===== src/qrm_pkg.sv =====
// Package for the quaternion to rotation matrix block: lane counts, widths,
// the pipeline record passed between divider cells. No dependencies.
`default_nettype none
package qrm_pkg;

  localparam int NUM_LANES = 9;   // one lane per matrix entry
  localparam int QUO_W     = 16;  // quotient bits, one per cell
  localparam int NUM_CELLS = QUO_W;
  localparam int LEN_W     = 33;  // squared length, up to 2^32
  localparam int REM_W     = 34;  // partial remainder, below twice the length
  localparam int CFG_W     = 32;

  localparam logic [CFG_W-1:0] MIN_LEN_RESET = 32'd17;
  localparam logic signed [15:0] ONE_Q14 = 16'sd16384;

  typedef logic [LEN_W-1:0] len_t;
  typedef logic [REM_W-1:0] rem_t;
  typedef logic [QUO_W-1:0] quo_t;

  typedef struct packed {
    logic                       valid;
    logic                       degen;
    len_t                       len;
    rem_t [NUM_LANES-1:0]       rem;
    quo_t [NUM_LANES-1:0]       quo;
    logic [NUM_LANES-1:0]       neg;
  } cell_t;

endpackage
`default_nettype wire


===== src/qrm_cell.sv =====
// One restoring-division cell: one quotient bit for each of the nine lanes
// against the shared squared length. Depends on qrm_pkg.
`default_nettype none
module qrm_cell (
  input  wire logic      clk,
  input  wire logic      rst,
  input  wire logic      en,
  input  qrm_pkg::cell_t din,
  output qrm_pkg::cell_t dout
);
  import qrm_pkg::*;

  cell_t stage_next;
  cell_t stage;
  rem_t  diff;
  logic  bit_q;

  always_comb begin
    stage_next = din;
    diff  = '0;
    bit_q = 1'b0;
    for (int i = 0; i < NUM_LANES; i++) begin
      bit_q = (din.rem[i] >= {1'b0, din.len});
      diff  = bit_q ? din.rem[i] - {1'b0, din.len} : din.rem[i];
      stage_next.rem[i] = {diff[REM_W-2:0], 1'b0};
      stage_next.quo[i] = {din.quo[i][QUO_W-2:0], bit_q};
    end
  end

  always_ff @(posedge clk) begin
    if (rst) begin
      stage.valid <= 1'b0;
    end else if (en) begin
      stage.valid <= stage_next.valid;
    end
  end

  always_ff @(posedge clk) begin
    if (en) begin
      stage.degen <= stage_next.degen;
      stage.len   <= stage_next.len;
      stage.rem   <= stage_next.rem;
      stage.quo   <= stage_next.quo;
      stage.neg   <= stage_next.neg;
    end
  end

  assign dout = stage;

endmodule
`default_nettype wire


===== config.mk =====
export PLATFORM = sky130hd
export DESIGN_NAME = qrm_cell
export DESIGN_NICKNAME = d
export VERILOG_FILES = /design/src/qrm_pkg.sv /design/src/qrm_cell.sv
export SDC_FILE = /design/constraint.sdc
export NUM_CORES = 1
export LEC_CHECK = 0
export BUFFER_PORTS_ARGS = -buffer_cell sky130_fd_sc_hd__buf_2
export CORE_AREA = 10 10 375 377
export DETAILED_ROUTE_END_ITERATION = 6
export DIE_AREA = 0 0 385 387
export GPL_TIMING_DRIVEN = 1
export HOLD_SLACK_MARGIN = 0.15
export PLACE_DENSITY = 0.48
export SYNTH_ARGS = -nofsm -noshare
export SYNTH_HDL_FRONTEND = slang
export SYNTH_SLANG_ARGS = --single-unit

===== constraint.sdc =====
create_clock -name clk -period 4.8 [get_ports clk]
set_clock_uncertainty 0.15 [all_clocks]
set_input_delay 0.48 -clock clk [delete_from_list [all_inputs] [get_ports clk]]
set_output_delay 0.48 -clock clk [all_outputs]
set_load 0.02 [all_outputs]

After elaboration in Yosys (flattened, before gate mapping)
Index checks and enable logic that the tools add are counted. Widths: inputs -> output; s select.

Input port bits: 497. Bits in registers: 485. Output and inout port bits: 494. Logic and storage cells: 49.

$add $sub $neg: 9. Muxes and demuxes: 9. Order comparisons: 9.

Operators with widths (number): $ge 34x33->1 (9); $mux 33 (9); $sub 33x33->33 (9).

Longest topological paths before layout
Gate-level depths: netlist of the first run.

Depth in word-level cells: 2. Mapped depth: 17. Gate-level depth less buffers: 14.

Worst setup path before layout of the first run
No wires, ideal clock.

Path type: input port to flip-flop. Start point: input din[460] (netlist bit). End point: register stage, in the netlist dout[280] (data pin). Buffers on the path: 1. Data arrival time: 4.023 ns. Library setup time: 0.260 ns. Stages on the path: 13. Data required time: 4.390 ns. Setup slack: 0.367 ns. Path through: inv_1 > fa_1 > a21o_1 > a221oi_2 > o21ai_1 > a221o_1 > a211oi_4 > o21a_2 > o21ai_1 > a221o_1 > a211oi_4 > buf_6 > mux2_2.

RTL lines: from (decl) (RTL line qrm_cell.sv:8) `input qrm_pkg::cell_t din,`; to (decl) (RTL line qrm_cell.sv:14) `cell_t stage;`.

==> results of run 1 <==
-- worst max path at each step --
stage	slack, ns	to	start	cells after the start
3_3_place_gp	0.22	dout[280]$_DFFE_PP_	din[459]	16
2_1_floorplan	0.37	dout[280]$_DFFE_PP_	din[460]	13
5_1_grt	0.06	dout[355]$_DFFE_PP_	din[488]	15
3_5_place_dp	0.17	dout[291]$_DFFE_PP_	din[459]	16
6_report	0.30	dout[275]$_DFFE_PP_	din[463]	16
4_1_cts	0.36	dout[282]$_DFFE_PP_	din[463]	16
-- cells by family after synthesis --
logic type                 Yosys count
muxes                              142
and+or+nand+nor                    732
adders and majority gates          306
buffers and inverters              215
other                                1
AOI/OAI and AO/OA                 1000
DFF                                485
xor gates and xnor gates           266
-- placed cells by master, fill, tap and decap left out, types with 97 or more instances in the layout --
cell type      instances
o21ai_0              200
xnor2_1              151
nand2_1              237
xor2_1               115
dlygate4sd3_1        473
edfxtp_1             484
inv_1                 97
buf_2                971
a21o_1               161
mux2_2               135
buf_4                113
nor2_1               213
ha_1                 297
a21oi_1              357
-- per-stage QoR --
step	std cells	util, %	setup slack (ns)	hold slack (ns)	instance area, um^2
after floorplan	3155	-	0.367	0.402	32900
after global placement	5924	30.7	0.222	0.327	40800
after detailed placement	5924	30.7	0.167	0.334	40800
after CTS	6518	35.9	0.362	0.153	47800
after global routing	6525	35.9	0.0557	0.195	47800
final	6537	36.0	0.301	0.226	47800
-- metal layers --
metal  vias up  global-route usage [%]
li1      15000                       -
met4        46                    11.3
met3       328                    6.44
met5         -                       0
met2      1356                    35.8
met1     14900                    26.8
-- layout make-up --
type,count,area (um^2)
Antenna cell,19,47.5
Inverter,112,420
Clock inverter,45,458
Timing Repair Buffer,1577,10800
Tap cell,1768,2210
Sequential cell,485,14600
Fill cell,13400,85100
Clock buffer,76,1730
Multi-Input combinational cell,2455,17600
-- worst max-delay path: cells and delay by family --
| kind | cells | cell delay (ns) |
|---|---|---|
| multiplexers | 1 | 0.37 |
| AO/OA/AOI/OAI | 9 | 2.20 |
| adder cells (fa/ha/maj) | 1 | 0.34 |
| buffers and inverters | 5 | 1.32 |
-- synthesized netlist by cell type (all sizes together), types with 7 or more instances --
| library cell | n | share of area, % |
|---|---|---|
| o21ai | 204 | 3.1 |
| a21o | 161 | 3.7 |
| o31ai | 17 | 0.39 |
| mux2 | 135 | 4.6 |
| nand2 | 238 | 2.7 |
| nor2b | 32 | 0.61 |
| or3 | 8 | 0.15 |
| fa | 9 | 0.55 |
| ha | 297 | 11 |
| o21a | 34 | 0.78 |
| nor2 | 213 | 2.4 |
| and3 | 24 | 0.46 |
| o31a | 7 | 0.19 |
| a221o | 7 | 0.21 |
| inv | 112 | 1.3 |
| a211oi | 30 | 0.76 |
| and4 | 9 | 0.24 |
| xor2 | 115 | 3.1 |
| mux2i | 7 | 0.21 |
| or2 | 9 | 0.17 |
| clkbuf | 87 | 0.99 |
| nor3 | 24 | 0.37 |
| o211ai | 12 | 0.27 |
| a211o | 10 | 0.27 |
| buf | 16 | 0.36 |
| a31oi | 28 | 0.53 |
| a21oi | 358 | 5.4 |
| a31o | 10 | 0.27 |
| o21bai | 44 | 1.0 |
| nand4 | 48 | 0.91 |
| nand3 | 56 | 0.85 |
| xnor2 | 151 | 4.0 |
| a221oi | 11 | 0.31 |
| and2 | 10 | 0.19 |
| nand2b | 35 | 0.67 |
| edfxtp | 484 | 44 |
-- where the power goes --
group | internal [uW] | switching, uW
registers | 5380 | 183
logic | 2110 | 3300
clock network | 2900 | 2230
total | 10400 | 5720
==> results.md, run 1 <==
- Sequential element share of the synthesized area: between 40% and 50%
- Clock Latency Late Sink: about 0.65 ns
- Avg WL per Cell: approximately 27 um
- Final setup violation count: 0
- Largest net degree at the start of global routing: 95
- Wirelength, routed: around 170000 um
- Post-DP HPWL: roughly 140000 um
- I/O pins: about 1000
- Die X: ~390 um
- Kind of critical path: input pin to flop
- Hold Path Cell Cnt: 2
- CP Cell Sequence: dlygate4sd3_1, buf_2, inv_1, buf_4, ha_1, a21o_1, a221oi_2, o21ai_1, a221o_1, a211oi_4, o21a_2, o21ai_1, a221o_1, a211oi_4, buf_4, mux2_2
- Largest family of logic cells by synthesized area: compound AO/OA/AOI/OAI gates
- R2R Setup Slk: 3.48 ns
- Area share of fa/ha/maj cells after synthesis: a little under an eighth
- Relative slew margins: a little under two fifths
- Highest routed layer: met5
- Antenna Nets Post-Route: 0
- RSZ-0062 raised after global routing: no
- # nets final: roughly 5.5k
- HP Start: din[230]
- Max Buffers Root-to-Sink: 3
- FF-to-FF End: dout[493]$_SDFFE_PP0P_
- Initial core utilization: approximately a quarter
- Complex-gate fraction of the synthesized area: about a fifth
- Yosys Warn Count: 0
- Yosys cell types: 72
- Syn_area_per_cell: 10.5 um^2
- Status: complete, no violations
- Dominant synthesized flop cell: edfxtp_1
- First-pass GRT wire length: 238000 um
- GR Overflow Total: 0
- Met2 wire length: slightly below 80000 um
- Post-DR vias/cell: about 4.8
- Chip Height: around 390 um
- Final Hold Vio Count: 0
- Via count: ~32k
- Final min period: about 4.5 ns
- Max_cap viols: 0
- Setup crit end kind: flop
- First drt pass iteration count: 5
- Syn Inst Count: 3147
- Synthesized cell area: ~33000 um^2
- Least-Margin Pin Slew: roughly 0.95 ns
- R2R cell count: 3
- Layout cells sized above 1: between 20% and 30%
- Xor and xnor area share after synthesis: 7.08%
- Tot Pwr: between 15000 and 20000 uW
- CTS tree: done
- Total global-route track usage: roughly 22%
- Worst r2r src: dout[493]$_SDFFE_PP0P_
- Placer Congestion: slightly below 0.9
- Initial antenna violation count: 74
- Leakage: 0.0207 uW
- Setup TNS: 0 ns
- PD cells: around 340 nW/um^2
- Synth Area in Simple Gates: around 10%
- Core Region: 133000 um^2
- Number of synthesized flops with an enable pin: a little under 500
- Synthesized flop and latch total: between 400 and 500
- H-tree levels: 3
- Multiplexer share of the synthesized area: 4.83%
- PortBufs: 972
- Vias in the first global route: between 30k and 40k
- Clock-pin slew on the worst setup and hold paths: about 0.060 ns
- F_max: ~0.22 GHz
- DRC viols: 0
- Largest register FFs: approximately 490
- Slowest cell on the critical path: dlygate4sd3_1
- HP Class: input pin to flop
- Max Transition Viols Final: 0
- Post-synth ARST share: 0%
- Critical path arrival: 4.74 ns
- Layout area overhead: 45.3%
- # resized after CTS: 0
- Routed length on met3: approximately 15000 um
- Top fanout value on the critical path: 15
- DIE AREA: about 150000 um^2
- Peak VDD IR: ~0.00023 V
- Post-CTS setup buffers: 0
- Std cell rows: between 100 and 150
- CTS buffer count: 67
- Initial drt markers: ~2.5k
- Worst Hold End: dout[231]$_DFFE_PP_
- Cts hold-fix bufs: about 470
- CP startpoint kind: input pin
- Worst path required time: 5.04 ns
- Final worst-path cycle share: between 90% and 100%
- CP peak stage delay: 0.66 ns
- Met1 wire length: 69900 um
- Clk sinks: slightly below 500
- Clock root buffer: clkbuf_16
Power figures use the tool's default switching activity.
==> run 2: changes to the inputs <==
--- a/config.mk
+++ b/config.mk
@@ -11,6 +11,7 @@
 export DIE_AREA = 0 0 385 387
 export GPL_TIMING_DRIVEN = 1
 export HOLD_SLACK_MARGIN = 0.15
+export MAX_ROUTING_LAYER = met4
 export PLACE_DENSITY = 0.48
 export SYNTH_ARGS = -nofsm -noshare
 export SYNTH_HDL_FRONTEND = slang
==> results.md, run 2 (synthesized netlist as in run 1, its figures left out) <==
- Status: complete, no violations
- Critical path arrival: ~4.9 ns
- PD cells: ~340 nW/um^2
- Internal: between 10000 and 15000 uW
- Clock Latency Late Sink: between 0.6 and 0.7 ns
- CTS tree: done
- Final setup violation count: 0
- Die X: 385 um
- Placer Congestion: ~0.91
- Most frequent cells in the layout: buf_2, edfxtp_1, dlygate4sd3_1, a21oi_1, ha_1
- I/O pins: around 1000
- Max Transition Viols Final: 0
- Combinational power share: about 34%
- Commonest non-fill, non-tap cell in the layout: buf_2
- Final Hold Vio Count: 0
- Slowest cell on the critical path: dlygate4sd3_1
- # nets final: approximately 5.5k
- F_max: around 0.22 GHz
- Post-DR vias/cell: between 4 and 5
- Post-CTS setup buffers: 0
- Vias in the first global route: 31.9k
- Initial drt markers: 2511
- Place WS: between 0.1 and 0.15 ns
- Kind of critical path: input pin to flop
- Core Region: roughly 130000 um^2
- Top fanout value on the critical path: 34
- Buf+Inv Stages, Crit Path: 5
- Clock-pin slew on the worst setup and hold paths: ~0.060 ns
- Via count: between 30k and 40k
- PortBufs: just under 1k
- Antenna Nets Post-Route: 0
- Clock root buffer: clkbuf_16
- Clock network fraction of total power: between 30% and 40%
- H-tree levels: 3
- Clk sinks: a little under 500
- Design Area, Final: 47800 um^2
- Initial antenna violation count: between 50 and 60
- Leakage: 0.0207 uW
- HP Class: input pin to flop
- Part of the power in registers: a little over a third
- Final worst-path cycle share: approximately 96%
- Total global-route track usage: a little under a quarter
- Multi-input combinational cell area: about 18000 um^2
- Switching power total: between 5000 and 6000 uW
- Max Buffers Root-to-Sink: 3
- Setup TNS: 0 ns
- Tot Pwr: between 15000 and 20000 uW
- CP Cell Sequence: dlygate4sd3_1, buf_2, buf_12, ha_1, inv_1, fa_1, a21o_1, a221oi_2, o21ai_1, a221o_1, a211oi_4, o21a_2, o21ai_1, a221o_1, a211oi_4, buf_12, mux2_2
- Layout cells sized above 1: 28.8%
- Worst path required time: 5.06 ns
- Setup crit end kind: flop
- FF/Latch Area: 14600 um^2
- First-pass GRT wire length: roughly 240000 um
- Largest net degree at the start of global routing: 85
- First drt pass iteration count: 5
- Chip Height: slightly below 400 um
- Initial core utilization: between 20% and 30%
- Std cell rows: ~130
- Final min period: about 4.6 ns
- Top delay family on crit path: compound AO/OA/AOI/OAI gates
- Max_cap viols: 0
- Relative slew margins: ~47%
- Placed instance count: just under 6k
- GR Overflow Total: 0
- Filler instances: between 10k and 15k
- RSZ-0062 raised after global routing: no
- DRC viols: 0
- Least-Margin Pin Slew: about 0.78 ns
- DIE AREA: approximately 150000 um^2
- Avg WL per Cell: approximately 27 um
- CTS buffer count: between 60 and 70
- Peak VDD IR: roughly 0.00021 V
- Placed inst area: 40800 um^2
- Largest register FFs: 485
- Post-route setup slack: between 0.2 and 0.25 ns
- Fin cells: about 6.5k
- CP startpoint kind: input pin
- Wirelength, routed: around 170000 um
- CP peak stage delay: about 0.55 ns
- Layout area overhead: 45.1%
- Sw Share: 35.4%
- Post-DP HPWL: around 140000 um
## run 2: cell types whose count changed in the layout (fill, tap and decap cells not counted), moves of 2 or more
cell / previous run / this run
buf_4: 113 / 105
clkinv_1: 21 / 19
clkinv_4: 1 / 3
clkinvlp_4: 7 / 1
diode_2: 19 / 37
dlygate4sd3_1: 473 / 477
inv_16: 0 / 2
inv_6: 4 / 2
## run 2: worst paths after layout
path	startpoint	to	slack [ns]	depth (start not counted)
max reg2reg	dout[493]$_SDFFE_PP0P_	dout[493]$_SDFFE_PP0P_	3.46	3
max	din[459]	dout[272]$_DFFE_PP_	0.21	17
min reg2reg	dout[493]$_SDFFE_PP0P_	dout[493]$_SDFFE_PP0P_	0.94	3
min	en	dout[464]$_DFFE_PP_	0.22	1
## run 2: routing by layer
metal  track usage (%)  part of all wire [%]
met1              27.7                    42
met2              37.8                    48
met3              4.40                   6.3
met4              8.20                   3.7
met5                 -                     0
## run 2: power groups by stage
stage | sequential [uW] | combinational, uW | clock (uW)
floorplan | 6320 | 2250 | 0
global placement | 5640 | 5050 | 0
detailed placement | 5640 | 5030 | 0
CTS | 5570 | 5420 | 5200
global route | 5600 | 5790 | 5350
finish | 5560 | 5400 | 5040
## run 2: worst register-to-register path: stages, from the launching register on
cell	delay (ns)
dfxtp_1	0.31
mux2i_1	0.15
nor2_1	0.06
dlygate4sd3_1	0.55
## run 2: repair_timing
item,4_1_cts,5_1_grt
hold endpoints to repair,476,0
hold buffers,477,0
gates resized for setup,0,1
setup endpoints to repair,0,11
## run 2: cell type report
type / instances / area share [%]
Sequential cell: 485 / 30.5
Inverter: 112 / 0.880
Tap cell: 1768 / 4.63
Multi-Input combinational cell: 2455 / 36.8
Clock inverter: 38 / 0.870
Timing Repair Buffer: 1572 / 22.6
Antenna cell: 37 / 0.194
Clock buffer: 75 / 3.57
## run 2: metrics by stage
| step | hold slack (ns) | util [%] |
|---|---|---|
| final | 0.220 | 35.9 |
| after global routing | 0.193 | 35.9 |
| after CTS | 0.150 | 35.9 |
| after detailed placement | 0.335 | 30.7 |
| after global placement | 0.326 | 30.7 |
| after floorplan | 0.402 | - |
